<file path="src/sv/fit_block_allocator_top_defines.svh">
`ifndef FIT_BLOCK_ALLOCATOR_TOP_DEFINES_SVH
`define FIT_BLOCK_ALLOCATOR_TOP_DEFINES_SVH

// Checks that a condition holds in the same cycle as its trigger.
`define FBA_CHECK(lbl, ante, cons, msg) \
   lbl: assert property (@(posedge clock) disable iff (reset) (ante) |-> (cons)) \
      else $error(msg);

// Checks that a condition holds in the cycle after its trigger.
`define FBA_CHECK_NEXT(lbl, ante, cons, msg) \
   lbl: assert property (@(posedge clock) disable iff (reset) (ante) |=> (cons)) \
      else $error(msg);

`endif

</file>
<file path="src/sv/fba_pkg.sv">
`default_nettype none

package fba_pkg;

   localparam int DEF_NUM_BLOCKS = 16;
   localparam int DEF_SIZE_BITS  = 16;

   localparam int OP_BITS         = 1;
   localparam int INDEX_BITS      = 4;
   localparam int SIZE_FIELD_BITS = 16;
   localparam int STATUS_BITS     = 2;
   localparam int MODE_BITS       = 2;
   localparam int COUNT_BITS      = 5;
   localparam int CSR_ADDR_BITS   = 3;
   localparam int CSR_DATA_BITS   = 32;

   localparam logic [OP_BITS-1:0] OP_LOAD  = 1'b0;
   localparam logic [OP_BITS-1:0] OP_ALLOC = 1'b1;

   localparam logic [MODE_BITS-1:0] MODE_FIRST = 2'd0;
   localparam logic [MODE_BITS-1:0] MODE_BEST  = 2'd1;
   localparam logic [MODE_BITS-1:0] MODE_WORST = 2'd2;

   localparam logic [MODE_BITS-1:0]  MODE_RESET  = MODE_FIRST;
   localparam logic [COUNT_BITS-1:0] COUNT_RESET = 5'd16;

   localparam logic REG_FIT_MODE    = 1'b0;
   localparam logic REG_BLOCK_COUNT = 1'b1;

   localparam logic [STATUS_BITS-1:0] STATUS_LOADED = 2'd0;
   localparam logic [STATUS_BITS-1:0] STATUS_ALLOC  = 2'd1;
   localparam logic [STATUS_BITS-1:0] STATUS_NOFIT  = 2'd2;

   typedef struct packed {
      logic valid;
      logic found;
   } scan_ctrl_type;

endpackage

`default_nettype wire

</file>
<file path="src/sv/fba_req_if.sv">
`default_nettype none

interface fba_req_if;
   import fba_pkg::*;

   logic                       valid;
   logic                       ready;
   logic [OP_BITS-1:0]         op;
   logic [INDEX_BITS-1:0]      block_index;
   logic [SIZE_FIELD_BITS-1:0] size;

   modport source (output valid, op, block_index, size, input ready);
   modport sink (input valid, op, block_index, size, output ready);
endinterface

`default_nettype wire

</file>
<file path="src/sv/fba_rsp_if.sv">
`default_nettype none

interface fba_rsp_if;
   import fba_pkg::*;

   logic                       valid;
   logic                       ready;
   logic [STATUS_BITS-1:0]     status;
   logic [INDEX_BITS-1:0]      chosen_block;
   logic [SIZE_FIELD_BITS-1:0] leftover;

   modport source (output valid, status, chosen_block, leftover, input ready);
   modport sink (input valid, status, chosen_block, leftover, output ready);
endinterface

`default_nettype wire

</file>
<file path="src/sv/fba_cell.sv">
`default_nettype none

module fba_cell #(
   parameter int NUM_BLOCKS = fba_pkg::DEF_NUM_BLOCKS,
   parameter int SIZE_BITS  = fba_pkg::DEF_SIZE_BITS,
   parameter int IDX_BITS   = (NUM_BLOCKS > 1) ? $clog2(NUM_BLOCKS) : 1,
   parameter int CELL_INDEX = 0
) (
   input  wire logic                           clock,
   input  wire logic                           reset,
   input  wire logic [fba_pkg::MODE_BITS-1:0]  mode,
   input  wire logic [fba_pkg::COUNT_BITS-1:0] count,
   input  wire logic [SIZE_BITS-1:0]           req_size,
   input  wire logic                           wr_en,
   input  wire logic [IDX_BITS-1:0]            wr_idx,
   input  wire logic [SIZE_BITS-1:0]           wr_data,
   input  wire fba_pkg::scan_ctrl_type         ctrl_i,
   input  wire logic [IDX_BITS-1:0]            pick_i,
   input  wire logic [SIZE_BITS-1:0]           pick_free_i,
   output fba_pkg::scan_ctrl_type              ctrl_o,
   output logic [IDX_BITS-1:0]                 pick_o,
   output logic [SIZE_BITS-1:0]                pick_free_o
);
   import fba_pkg::*;

   logic [SIZE_BITS-1:0] free_ff, free_in;
   scan_ctrl_type        ctrl_ff, ctrl_in;
   logic [IDX_BITS-1:0]  pick_ff, pick_in;
   logic [SIZE_BITS-1:0] pick_free_ff, pick_free_in;
   logic                 active;
   logic                 fits;
   logic                 better;
   logic                 take;

   always_comb begin
      active = 32'(CELL_INDEX) < 32'(count);
      fits   = active && (req_size <= free_ff);
      better = ((mode == MODE_BEST) && (free_ff < pick_free_i)) ||
               ((mode == MODE_WORST) && (free_ff > pick_free_i));
      take   = ctrl_i.valid && fits && (!ctrl_i.found || better);

      ctrl_in.valid = ctrl_i.valid;
      ctrl_in.found = ctrl_i.found || take;
      pick_in       = take ? IDX_BITS'(CELL_INDEX) : pick_i;
      pick_free_in  = take ? free_ff : pick_free_i;

      free_in = (wr_en && (wr_idx == IDX_BITS'(CELL_INDEX))) ? wr_data : free_ff;
   end

   always_ff @(posedge clock) begin
      pick_ff      <= pick_in;
      pick_free_ff <= pick_free_in;
      if (reset) begin
         free_ff <= '0;
         ctrl_ff <= '0;
      end else begin
         free_ff <= free_in;
         ctrl_ff <= ctrl_in;
      end
   end

   assign ctrl_o      = ctrl_ff;
   assign pick_o      = pick_ff;
   assign pick_free_o = pick_free_ff;
endmodule

`default_nettype wire

</file>
<file path="src/sv/fit_block_allocator_top.sv">
`default_nettype none
`include "fit_block_allocator_top_defines.svh"

// Free-size table for NUM_BLOCKS memory blocks with first, best or worst fit
// allocation. Each block's free size lives in its own cell of a row, and a
// request walks that row as a token that moves one cell per clock, so an
// allocation passes through the start register, every cell and the finish
// state before its result word is registered, and a load gives its result
// word in the next cycle. One item is in work at a time, and a new item is
// taken only when the output holds no result word or its word leaves in the
// same cycle. Register 0 (byte address 0) holds the fit mode, where the
// unused code acts as first fit, and register 1 (byte address 4) holds the
// number of active blocks, where values above NUM_BLOCKS search every block.
module fit_block_allocator_top #(
   parameter int NUM_BLOCKS = fba_pkg::DEF_NUM_BLOCKS,
   parameter int SIZE_BITS  = fba_pkg::DEF_SIZE_BITS
) (
   input  wire logic                              clock,
   input  wire logic                              reset,
   fba_req_if.sink                                req_chan,
   fba_rsp_if.source                              rsp_chan,
   input  wire logic                              psel,
   input  wire logic                              penable,
   input  wire logic                              pwrite,
   input  wire logic [fba_pkg::CSR_ADDR_BITS-1:0] paddr,
   input  wire logic [fba_pkg::CSR_DATA_BITS-1:0] pwdata,
   output logic [fba_pkg::CSR_DATA_BITS-1:0]      prdata,
   output logic                                   pready
);
   import fba_pkg::*;

   localparam int IDX_BITS = (NUM_BLOCKS > 1) ? $clog2(NUM_BLOCKS) : 1;

   typedef enum logic [1:0] {
      ST_IDLE,
      ST_SCAN,
      ST_FINISH
   } state_type;

   state_type                  state_ff, state_in;
   logic [MODE_BITS-1:0]       mode_ff, mode_in;
   logic [COUNT_BITS-1:0]      count_ff, count_in;
   logic                       start_ff, start_in;
   logic [SIZE_BITS-1:0]       size_ff, size_in;
   logic                       found_ff, found_in;
   logic [IDX_BITS-1:0]        pick_ff, pick_in;
   logic [SIZE_BITS-1:0]       pick_free_ff, pick_free_in;
   logic                       rsp_valid_ff, rsp_valid_in;
   logic [STATUS_BITS-1:0]     rsp_status_ff, rsp_status_in;
   logic [INDEX_BITS-1:0]      rsp_block_ff, rsp_block_in;
   logic [SIZE_FIELD_BITS-1:0] rsp_left_ff, rsp_left_in;

   scan_ctrl_type        chain_ctrl [NUM_BLOCKS+1];
   logic [IDX_BITS-1:0]  chain_pick [NUM_BLOCKS+1];
   logic [SIZE_BITS-1:0] chain_free [NUM_BLOCKS+1];
   logic [NUM_BLOCKS:0]  chain_valid;

   logic                 csr_write;
   logic                 out_free;
   logic                 req_take;
   logic                 finish_go;
   logic [31:0]          size_wide;
   logic [31:0]          idx_wide;
   logic [31:0]          pick_wide;
   logic [31:0]          left_wide;
   logic                 load_in_range;
   logic [SIZE_BITS-1:0] remain;
   logic                 wr_en;
   logic [IDX_BITS-1:0]  wr_idx;
   logic [SIZE_BITS-1:0] wr_data;

   assign chain_ctrl[0] = '{valid: start_ff, found: 1'b0};
   assign chain_pick[0] = '0;
   assign chain_free[0] = '0;

   for (genvar k = 0; k < NUM_BLOCKS; k++) begin : g_cell
      fba_cell #(
         .NUM_BLOCKS (NUM_BLOCKS),
         .SIZE_BITS  (SIZE_BITS),
         .IDX_BITS   (IDX_BITS),
         .CELL_INDEX (k)
      ) u_cell (
         .clock       (clock),
         .reset       (reset),
         .mode        (mode_ff),
         .count       (count_ff),
         .req_size    (size_ff),
         .wr_en       (wr_en),
         .wr_idx      (wr_idx),
         .wr_data     (wr_data),
         .ctrl_i      (chain_ctrl[k]),
         .pick_i      (chain_pick[k]),
         .pick_free_i (chain_free[k]),
         .ctrl_o      (chain_ctrl[k+1]),
         .pick_o      (chain_pick[k+1]),
         .pick_free_o (chain_free[k+1])
      );
   end

   for (genvar k = 0; k <= NUM_BLOCKS; k++) begin : g_valid
      assign chain_valid[k] = chain_ctrl[k].valid;
   end

   always_comb begin
      csr_write = psel && penable && pwrite;
      mode_in   = mode_ff;
      count_in  = count_ff;
      if (csr_write) begin
         unique case (paddr[CSR_ADDR_BITS-1])
            REG_FIT_MODE:    mode_in  = pwdata[MODE_BITS-1:0];
            REG_BLOCK_COUNT: count_in = pwdata[COUNT_BITS-1:0];
            default:         mode_in  = mode_ff;
         endcase
      end
      if (paddr[CSR_ADDR_BITS-1] == REG_BLOCK_COUNT) begin
         prdata = CSR_DATA_BITS'(count_ff);
      end else begin
         prdata = CSR_DATA_BITS'(mode_ff);
      end
   end

   assign pready = 1'b1;

   always_comb begin
      out_free       = !rsp_valid_ff || rsp_chan.ready;
      req_chan.ready = (state_ff == ST_IDLE) && out_free;
      req_take       = req_chan.valid && req_chan.ready;
      finish_go      = (state_ff == ST_FINISH) && out_free;

      size_wide     = 32'(req_chan.size);
      idx_wide      = 32'(req_chan.block_index);
      load_in_range = idx_wide < 32'(NUM_BLOCKS);
      remain        = pick_free_ff - size_ff;
      pick_wide     = 32'(pick_ff);
      left_wide     = 32'(remain);

      if (finish_go && found_ff) begin
         wr_en   = 1'b1;
         wr_idx  = pick_ff;
         wr_data = remain;
      end else begin
         wr_en   = req_take && (req_chan.op == OP_LOAD) && load_in_range;
         wr_idx  = idx_wide[IDX_BITS-1:0];
         wr_data = size_wide[SIZE_BITS-1:0];
      end

      state_in      = state_ff;
      start_in      = 1'b0;
      size_in       = size_ff;
      found_in      = found_ff;
      pick_in       = pick_ff;
      pick_free_in  = pick_free_ff;
      rsp_valid_in  = rsp_valid_ff && !rsp_chan.ready;
      rsp_status_in = rsp_status_ff;
      rsp_block_in  = rsp_block_ff;
      rsp_left_in   = rsp_left_ff;

      unique case (state_ff)
         ST_IDLE: begin
            if (req_take) begin
               if (req_chan.op == OP_LOAD) begin
                  rsp_valid_in  = 1'b1;
                  rsp_status_in = STATUS_LOADED;
                  rsp_block_in  = '0;
                  rsp_left_in   = '0;
               end else begin
                  size_in  = size_wide[SIZE_BITS-1:0];
                  start_in = 1'b1;
                  state_in = ST_SCAN;
               end
            end
         end
         ST_SCAN: begin
            if (chain_ctrl[NUM_BLOCKS].valid) begin
               found_in     = chain_ctrl[NUM_BLOCKS].found;
               pick_in      = chain_pick[NUM_BLOCKS];
               pick_free_in = chain_free[NUM_BLOCKS];
               state_in     = ST_FINISH;
            end
         end
         ST_FINISH: begin
            if (out_free) begin
               rsp_valid_in = 1'b1;
               if (found_ff) begin
                  rsp_status_in = STATUS_ALLOC;
                  rsp_block_in  = pick_wide[INDEX_BITS-1:0];
                  rsp_left_in   = left_wide[SIZE_FIELD_BITS-1:0];
               end else begin
                  rsp_status_in = STATUS_NOFIT;
                  rsp_block_in  = '0;
                  rsp_left_in   = '0;
               end
               state_in = ST_IDLE;
            end
         end
         default: state_in = ST_IDLE;
      endcase
   end

   always_ff @(posedge clock) begin
      size_ff       <= size_in;
      found_ff      <= found_in;
      pick_ff       <= pick_in;
      pick_free_ff  <= pick_free_in;
      rsp_status_ff <= rsp_status_in;
      rsp_block_ff  <= rsp_block_in;
      rsp_left_ff   <= rsp_left_in;
      if (reset) begin
         state_ff     <= ST_IDLE;
         start_ff     <= 1'b0;
         rsp_valid_ff <= 1'b0;
         mode_ff      <= MODE_RESET;
         count_ff     <= COUNT_RESET;
      end else begin
         state_ff     <= state_in;
         start_ff     <= start_in;
         rsp_valid_ff <= rsp_valid_in;
         mode_ff      <= mode_in;
         count_ff     <= count_in;
      end
   end

   assign rsp_chan.valid        = rsp_valid_ff;
   assign rsp_chan.status       = rsp_status_ff;
   assign rsp_chan.chosen_block = rsp_block_ff;
   assign rsp_chan.leftover     = rsp_left_ff;

   `FBA_CHECK(a_single_token, 1'b1, $onehot0(chain_valid), "More than one scan in the row.")
   `FBA_CHECK(a_scan_end_state, chain_valid[NUM_BLOCKS], state_ff == ST_SCAN, "Scan ended outside scan state.")
   `FBA_CHECK_NEXT(a_request_starts, req_take && (req_chan.op == OP_ALLOC), (state_ff == ST_SCAN) && start_ff, "Request did not start a scan.")
   `FBA_CHECK(a_nofit_zero, rsp_chan.valid && (rsp_chan.status == STATUS_NOFIT), (rsp_chan.chosen_block == '0) && (rsp_chan.leftover == '0), "No-fit word carries data.")
endmodule

`default_nettype wire
</file>
<file path="src/flat_wrapper.sv">
// flat-port wrapper written by rule: the top's interface ports become plain ports
module fit_block_allocator_top_flat import fba_pkg::*;
#(
   parameter int NUM_BLOCKS = fba_pkg::DEF_NUM_BLOCKS,
   parameter int SIZE_BITS  = fba_pkg::DEF_SIZE_BITS
)
  (clock, reset, psel, penable, pwrite, paddr, pwdata, prdata, pready, req_chan_valid, req_chan_op, req_chan_block_index, req_chan_size, req_chan_ready, rsp_chan_valid, rsp_chan_status, rsp_chan_chosen_block, rsp_chan_leftover, rsp_chan_ready);
  fba_req_if req_chan_i ();
  fba_rsp_if rsp_chan_i ();
  input  wire logic clock;
  input  wire logic reset;
  input  wire logic psel;
  input  wire logic penable;
  input  wire logic pwrite;
  input  wire logic [fba_pkg::CSR_ADDR_BITS-1:0] paddr;
  input  wire logic [fba_pkg::CSR_DATA_BITS-1:0] pwdata;
  output logic [fba_pkg::CSR_DATA_BITS-1:0] prdata;
  output logic pready;
  input wire logic [$bits(req_chan_i.valid)-1:0] req_chan_valid;
  input wire logic [$bits(req_chan_i.op)-1:0] req_chan_op;
  input wire logic [$bits(req_chan_i.block_index)-1:0] req_chan_block_index;
  input wire logic [$bits(req_chan_i.size)-1:0] req_chan_size;
  output wire logic [$bits(req_chan_i.ready)-1:0] req_chan_ready;
  output wire logic [$bits(rsp_chan_i.valid)-1:0] rsp_chan_valid;
  output wire logic [$bits(rsp_chan_i.status)-1:0] rsp_chan_status;
  output wire logic [$bits(rsp_chan_i.chosen_block)-1:0] rsp_chan_chosen_block;
  output wire logic [$bits(rsp_chan_i.leftover)-1:0] rsp_chan_leftover;
  input wire logic [$bits(rsp_chan_i.ready)-1:0] rsp_chan_ready;
  assign req_chan_i.valid = req_chan_valid;
  assign req_chan_i.op = req_chan_op;
  assign req_chan_i.block_index = req_chan_block_index;
  assign req_chan_i.size = req_chan_size;
  assign req_chan_ready = req_chan_i.ready;
  assign rsp_chan_valid = rsp_chan_i.valid;
  assign rsp_chan_status = rsp_chan_i.status;
  assign rsp_chan_chosen_block = rsp_chan_i.chosen_block;
  assign rsp_chan_leftover = rsp_chan_i.leftover;
  assign rsp_chan_i.ready = rsp_chan_ready;
  fit_block_allocator_top #(.NUM_BLOCKS(NUM_BLOCKS), .SIZE_BITS(SIZE_BITS)) u_core (.clock(clock), .reset(reset), .req_chan(req_chan_i), .rsp_chan(rsp_chan_i), .psel(psel), .penable(penable), .pwrite(pwrite), .paddr(paddr), .pwdata(pwdata), .prdata(prdata), .pready(pready));
endmodule
</file>
<file path="config.mk">
export PLATFORM = sky130hd
export DESIGN_NAME = fit_block_allocator_top_flat
export DESIGN_NICKNAME = d
export VERILOG_FILES = /design/src/sv/fba_pkg.sv /design/src/sv/fba_req_if.sv /design/src/sv/fba_rsp_if.sv /design/src/sv/fba_cell.sv /design/src/sv/fit_block_allocator_top.sv /design/src/flat_wrapper.sv
export VERILOG_INCLUDE_DIRS = /design/src /design/src/sv
export SDC_FILE = /design/constraint.sdc
export NUM_CORES = 2
export LEC_CHECK = 0
export BUFFER_PORTS_ARGS = -buffer_cell sky130_fd_sc_hd__buf_4
export CELL_PAD_IN_SITES_DETAIL_PLACEMENT = 1
export CELL_PAD_IN_SITES_GLOBAL_PLACEMENT = 2
export CORE_ASPECT_RATIO = 1.25
export CORE_MARGIN = 1.5
export CORE_UTILIZATION = 45
export CTS_BUF_LIST = sky130_fd_sc_hd__clkbuf_4
export DETAILED_ROUTE_END_ITERATION = 10
export PLACE_DENSITY = 0.95
export SLEW_MARGIN = 5
export SYNTH_ARGS = -nofsm -noshare
export SYNTH_HDL_FRONTEND = slang
export SYNTH_HIERARCHICAL = 1
export SYNTH_SLANG_ARGS = --single-unit
</file>
<file path="constraint.sdc">
create_clock -name clock -period 10.28 [get_ports clock]
set_clock_uncertainty 0.05 [all_clocks]
set_input_delay 1.542 -clock clock [delete_from_list [all_inputs] [get_ports clock]]
set_output_delay 1.542 -clock clock [all_outputs]
set_load 0.03 [all_outputs]
</file>
After elaboration in Yosys (flattened, before gate mapping)
Cells that the tools add are included.
{"block": "word_totals", "input_bits": 63, "register_bits": 663, "wordCells": 401}
{"block": "classes", "bitwise": 4, "order_cmp": 62, "n_mux": 45, "eq_ne": 24, "reduce_logical": 174, "add_sub_neg": 1}
{"operator": "$mux 16", "n": 20}
{"operator": "$le 16x16->1", "n": 16}
{"operator": "$gt 16x16->1", "n": 15}
{"operator": "$lt 16x16->1", "n": 15}
{"operator": "$logic_and 1x1->1", "n": 101}
{"operator": "$logic_or 1x1->1", "n": 46}
{"operator": "$lt 4x5->1 const A", "n": 8}
{"operator": "$eq 4x4->1 const B", "n": 8}
{"operator": "$pmux 16 s2", "n": 1}
{"operator": "$lt 3x5->1 const A", "n": 4}
{"operator": "$mux 4", "n": 5}
{"operator": "$logic_not 1->1", "n": 17}
{"operator": "$eq 4x3->1 const B", "n": 4}
{"operator": "$mux 2", "n": 8}
{"operator": "$sub 16x16->16", "n": 1}
{"operator": "$lt 1x5->1 const A", "n": 2}
{"operator": "$lt 2x5->1 const A", "n": 2}
{"operator": "$eq 4x2->1 const B", "n": 2}
{"operator": "$pmux 4 s2", "n": 1}
{"operator": "$reduce_and 4->1", "n": 2}
{"operator": "$mux 1", "n": 6}
{"operator": "$ne 2x2->1 const B", "n": 3}
{"operator": "$pmux 2 s3", "n": 1}
{"operator": "$reduce_and 2->1", "n": 3}
{"operator": "other kinds (13)", "n": 19}

Logic depth before layout (Yosys ltp)
{"block": "depth", "ltp_word": 7, "depth_mapped": 14, "ltp_nobuf": 10}

By module
Netlist, hierarchy kept.
{"mod": "fba_cell (u_core.g_cell[14].u_cell ...)", "n_inst": 2, "area_each_um2": 2095.8, "cells_each": 220}
{"mod": "fit_block_allocator_top", "n_inst": 1, "area_each_um2": 3824.9, "cells_each": 362}
{"mod": "fba_cell (u_core.g_cell[10].u_cell)", "n_inst": 1, "area_each_um2": 2099.5, "cells_each": 222}
{"mod": "fba_cell (u_core.g_cell[6].u_cell)", "n_inst": 1, "area_each_um2": 2098.3, "cells_each": 219}
{"mod": "fba_cell (u_core.g_cell[11].u_cell)", "n_inst": 1, "area_each_um2": 2097.0, "cells_each": 220}
{"mod": "fba_cell (u_core.g_cell[13].u_cell)", "n_inst": 1, "area_each_um2": 2092.0, "cells_each": 220}
{"mod": "fba_cell (u_core.g_cell[3].u_cell)", "n_inst": 1, "area_each_um2": 2090.8, "cells_each": 220}
{"mod": "fba_cell (u_core.g_cell[4].u_cell)", "n_inst": 1, "area_each_um2": 2089.5, "cells_each": 238}
{"mod": "fba_cell (u_core.g_cell[5].u_cell)", "n_inst": 1, "area_each_um2": 2088.3, "cells_each": 218}
{"mod": "fba_cell (u_core.g_cell[2].u_cell)", "n_inst": 1, "area_each_um2": 2087.0, "cells_each": 220}
{"mod": "fba_cell (u_core.g_cell[0].u_cell)", "n_inst": 1, "area_each_um2": 2084.5, "cells_each": 240}
{"mod": "fba_cell (u_core.g_cell[7].u_cell)", "n_inst": 1, "area_each_um2": 2084.5, "cells_each": 222}
{"mod": "fba_cell (u_core.g_cell[1].u_cell)", "n_inst": 1, "area_each_um2": 2082.0, "cells_each": 220}
{"mod": "fba_cell (u_core.g_cell[12].u_cell)", "n_inst": 1, "area_each_um2": 2080.7, "cells_each": 238}
{"mod": "+2 rows"}

Least setup slack after synthesis
No wires, ideal clock.
{"block": "synth_path", "kind": "input to register", "start": "in rsp_chan_ready", "end": "reg u_core.g_cell[2].u_cell.free_ff[5]", "n_path_buf": 3, "stages": 9, "arrival_ns": 4.181, "setup_slack_ns": 5.922, "setup_time_ns": 0.128, "t_required_ns": 10.102, "cell_sequence": "nor2b_1 -> clkbuf_1 -> nor3_1 -> a31o_2 -> and4b_1 -> clkbuf_1 -> clkbuf_1 -> mux2i_1 -> nor2_1"}
{"block": "synth_via", "elab_chain_cells": 6, "word_cells_on_any_way": 11, "cone_classes": "eq/ne: 1; mux: 3; reduce/logical: 7"}
{"element": "from (decl)", "line": "flat_wrapper.sv:28", "rtl": "input wire logic [$bits(rsp_chan_i.ready)-1:0] rsp_chan_ready;"}
{"element": "$logic_or 1x1->1", "line": "fit_block_allocator_top.sv:125", "rtl": "out_free = !rsp_valid_ff || rsp_chan.ready;"}
{"element": "$logic_and 1x1->1", "line": "fit_block_allocator_top.sv:126", "rtl": "req_chan.ready = (state_ff == ST_IDLE) && out_free;"}
{"element": "via req_chan_ready", "line": "flat_wrapper.sv:23", "rtl": "output wire logic [$bits(req_chan_i.ready)-1:0] req_chan_ready;"}
{"element": "$logic_and 1x1->1", "line": "fit_block_allocator_top.sv:127", "rtl": "req_take = req_chan.valid && req_chan.ready;"}
{"element": "$logic_and 1x1->1", "line": "fit_block_allocator_top.sv:142", "rtl": "wr_en = req_take && (req_chan.op == OP_LOAD) && load_in_range;"}
{"element": "$mux 1", "line": "fit_block_allocator_top.sv:137", "rtl": "if (finish_go && found_ff) begin"}
{"element": "via u_core.wr_en", "line": "fit_block_allocator_top.sv:68", "rtl": "logic wr_en;"}
{"element": "$logic_and 1x1->1", "line": "fba_cell.sv:47", "rtl": "free_in = (wr_en && (wr_idx == IDX_BITS'(CELL_INDEX))) ? wr_data : free_ff;"}
{"element": "to (signal assigned)", "line": "fba_cell.sv:57", "rtl": "free_ff <= free_in;"}
{"element": "to (decl)", "line": "fba_cell.sv:26", "rtl": "logic [SIZE_BITS-1:0] free_ff, free_in;"}
The timed path passes the listed nets, and every way through them passes these cells.
A chain may end at the register's enable or synchronous reset.

Worst setup path in the final report
{"block": "layout_path", "start": "in rsp_chan_ready", "end": "reg u_core.g_cell[15].u_cell.free_ff[5]"}
{"block": "layout_via", "elab_chain_cells": 6, "word_cells_on_any_way": 11, "cone_classes": "eq/ne: 1; mux: 3; reduce/logical: 7"}
{"element": "$logic_or 1x1->1", "line": "fit_block_allocator_top.sv:125"}
{"element": "$logic_and 1x1->1", "line": "fit_block_allocator_top.sv:128", "rtl": "finish_go = (state_ff == ST_FINISH) && out_free;"}
{"element": "$logic_and 1x1->1", "line": "fit_block_allocator_top.sv:137"}
{"element": "$mux 4", "line": "fit_block_allocator_top.sv:137"}
{"element": "via u_core.wr_idx[3]", "line": "fit_block_allocator_top.sv:69", "rtl": "logic [IDX_BITS-1:0] wr_idx;"}
{"element": "$eq 4x4->1", "line": "fba_cell.sv:47"}
{"element": "$logic_and 1x1->1", "line": "fba_cell.sv:47"}
{"element": "to (signal assigned)", "line": "fba_cell.sv:57"}
{"element": "to (decl)", "line": "fba_cell.sv:26"}
The timed path passes the listed nets, and every way through them passes these cells.

==> results.md <==
- Slew @ Worst Pin: 1.26 ns
- Synth area leader: dfxtp_1
- Setup TNS Final: 0 ns
- Post-CTS Resized: 0
- Top-area cell type share of the netlist area: 33.3%
- FP Rows: between 100 and 150
- Initial DRT Pass Iterations: 5
- Mux cell area share after synthesis: 12.6%
- RSZ-0062 raised after global routing: no
- Worst Path Max Fanout: 36
- Worst ir drop on vdd: 95.6 µV
- Fin. max-slew vios: 0
- Root Buffer: clkbuf_4
- Non-filler cells, final: 5369
- Setup repair bufs after CTS: 0
- Post-synthesis simple-gate area fraction: 13.7%
- Hold Crit Class: reg -> reg
- Setup-failing EPs final: 0
- Worst path arrival time: 5.71 ns
- Max Cap Viol: 0
- Clk slew on worst S/H paths: 0.07 ns
- Hold_sp: u_core/g_cell[15].u_cell/pick_free_o[9]
- DR DRC count: 0
- FF-to-FF path depth: 10
- Most frequent cells in the layout: dfxtp_1, inv_1, ha_1, mux2i_1, a21oi_1
- Reg2reg start: u_core/state_ff[0]
- Layout Utilization: 50.6%
- Largest net degree at the start of global routing: 90
- Post-Syn Area: 0.0372 mm²
- CTS tree: built
- Final net count: ~4800
- DR iter-0 viols: 1598
- LEAKAGE: around 18 nW
- Avg Vias per Cell: 5.53
- Clock Sinks: 678
- Critical path startpoint category: input pin
- PnR worst setup slack: 5.45 ns
- Reg-to-Reg End: u_core/g_cell[15].u_cell/free_ff[5]
- Initial Util: roughly 46%
- Worst path required time: 11.16 ns
- FILL cells: 9423
- Synth Area per Inst: 9.41 µm²
- Power Dens Cells: 138 mW/mm²
- Synth Area in Adders: 17.8%
- Detailed placement HPWL: approximately 80 mm
- Routed wire per std cell: 22.0 µm
- Yosys warning count: 6
- Register area: 0.0142 mm²
- First-pass GRT wire length: 181 mm
- Period utilization: 47.0%
- XOR/XNOR Fraction of Synth Area: 0.165%
- Hold Path Stages: 0
- FF+latch count, synth: between 600 and 700
- Die X: around 260 µm
- Hold_buf cts: 0
- Largest family of logic cells by synthesized area: adder cells
- Initial antenna violation count: 2
- Ys async rst share: 0%
- Fin area: 0.0413 mm²
- Crit path from: rsp_chan_ready
- Height of the die: 325 µm
- Share of layout cells above drive strength 1: between 10% and 20%
- Bufs on Longest Clock Path: 3
- Area added between synthesis and finish: 11.0%
- Peak Freq: 207 MHz
- Detail Route Antenna Nets: 0
- Worst hold margin: 0.337 ns
- GR Overflow Total: 0
- Register area share after synthesis: 38.0%
- Vias: 29700
- Drt total wl: ~120 mm
- Worst setup EP type: flip-flop
- Synth area leaders: dfxtp_1, ha_1, mux2i_1
- WS Path Type: in -> reg
- Multi-input logic area: 0.0206 mm²
- Gr usage total: 28.1%
- Complex-gate fraction of the synthesized area: between 10% and 20%
- Dpl cell area: slightly below 0.04 mm²
- R2r setup slk: 5.64 ns
- Ys flop type: dfxtp_1
- I/O pins: 120
- H-Tree Level Count: 4
- Number of synthesized flops with an enable pin: 59
- Post-layout min period: 4.83 ns
- Hold Path End: u_core/pick_free_ff[9]
- Status: finished clean
- Clock Latency Late Sink: 1.07 ns
- Final hold viol count: 0
- Num CTS Buffers: roughly 170
- Commonest non-fill, non-tap cell in the layout: dfxtp_1
- Mapped Cells: 3959
- Die area: about 0.084 mm²
- Pre-CTS WS: 4.53 ns
- Post-Place Cells: 5070
- Port bufs: 62
- Vias in the first global route: 31900
- Gp weighted congestion: 0.864
- Core area: 0.0817 mm²
- Rel. slew slack: approximately 16%
- Synth cell types: 89
- Tot Pwr: 5.71 mW
-- routing by layer --
metal,track usage (%),part of all wire [%],vias to the layer above
li1,-,-,14100
met1,33.4,42,14600
met2,48.1,48,740
met3,4.48,4.5,287
met4,15.3,5.2,0
met5,0,0,-
-- critical path, stage by stage --
cell and delay (ns):
buf_4 0.10, nor2b_1 0.59, nand2b_2 0.24, buf_4 0.45, nand2_1 0.14, nand2_1 0.93
and3_1 0.31, nand3_1 0.81, mux2i_1 0.49, nor2_1 0.08
-- cell usage after synthesis, types with 20 or more instances --
cell type / n
clkbuf_1: 56
nand2b_1: 32
inv_1: 561
nand4_1: 112
o21ai_0: 54
nor2_1: 283
edfxtp_1: 59
nand2_1: 263
nor4_1: 26
ha_1: 527
buf_4: 46
a21oi_1: 280
dfxtp_1: 619
and2_1: 23
o211ai_1: 31
a21o_1: 31
mux2i_1: 442
nand3_1: 49
a31oi_1: 25
nor2b_1: 84
nor3_1: 38
or2_1: 20
-- cell type report --
class                   instances  area share [%]
multi-input cells            2638            49.9
inverters                     561            5.10
clock inverters                56           0.869
well taps                    1071            3.24
repair buffers                122            2.23
diodes                          1         0.00606
flip-flops and latches        678            34.3
clock buffers                 242            4.40
-- registers in the layout (all words and copies together), names as in the netlist --
name,count
u_core/count_ff,5
u_core/pick_ff,4
u_core/rsp_chan.chosen_block,4
u_core/found_ff,1
u_core/g_cell.u_cell/free_ff,256
u_core/size_ff,16
u_core/state_ff,2
u_core/rsp_chan.valid,1
u_core/g_cell.u_cell/pick_o,64
u_core/g_cell.u_cell/ctrl_o,32
u_core/g_cell.u_cell/pick_free_o,256
u_core/rsp_chan.leftover,16
u_core/mode_ff,2
u_core/pick_free_ff,16
u_core/rsp_chan.status,2
u_core/start_ff,1
-- report_power, final --
part	internal (mW)	total [mW]	switching, mW
Combinational	0.186	0.583	0.397
Clock	1.19	2.33	1.15
Sequential	2.76	2.80	0.0361
-- worst max-delay path by stage --
stage	slack, ns	cells past startpoint	to
final	5.45	10	u_core/g_cell[15].u_cell/free_ff[5]
after global routing	5.34	10	u_core/g_cell[13].u_cell/free_ff[6]
after CTS	5.66	10	u_core/g_cell[15].u_cell/free_ff[5]
after detailed placement	4.53	10	u_core/g_cell[15].u_cell/free_ff[5]
after global placement	4.80	10	u_core/g_cell[15].u_cell/free_ff[11]
after floorplan	5.92	9	u_core/g_cell[2].u_cell/free_ff[5]
-- cells by family (layout without fill, tap and decap cells) --
| group | Yosys count | in the layout |
|---|---|---|
| multiplexers | 461 | 461 |
| AND/OR/NAND/NOR | 1009 | 1009 |
| flip-flops | 678 | 678 |
| XOR/XNOR | 7 | 7 |
| AO/OA/AOI/OAI | 582 | 582 |
| buffers and inverters | 692 | 981 |
| other | 2 | 52 |
| adder cells (fa/ha/maj) | 528 | 528 |
(Power assumes the default switching activity.)
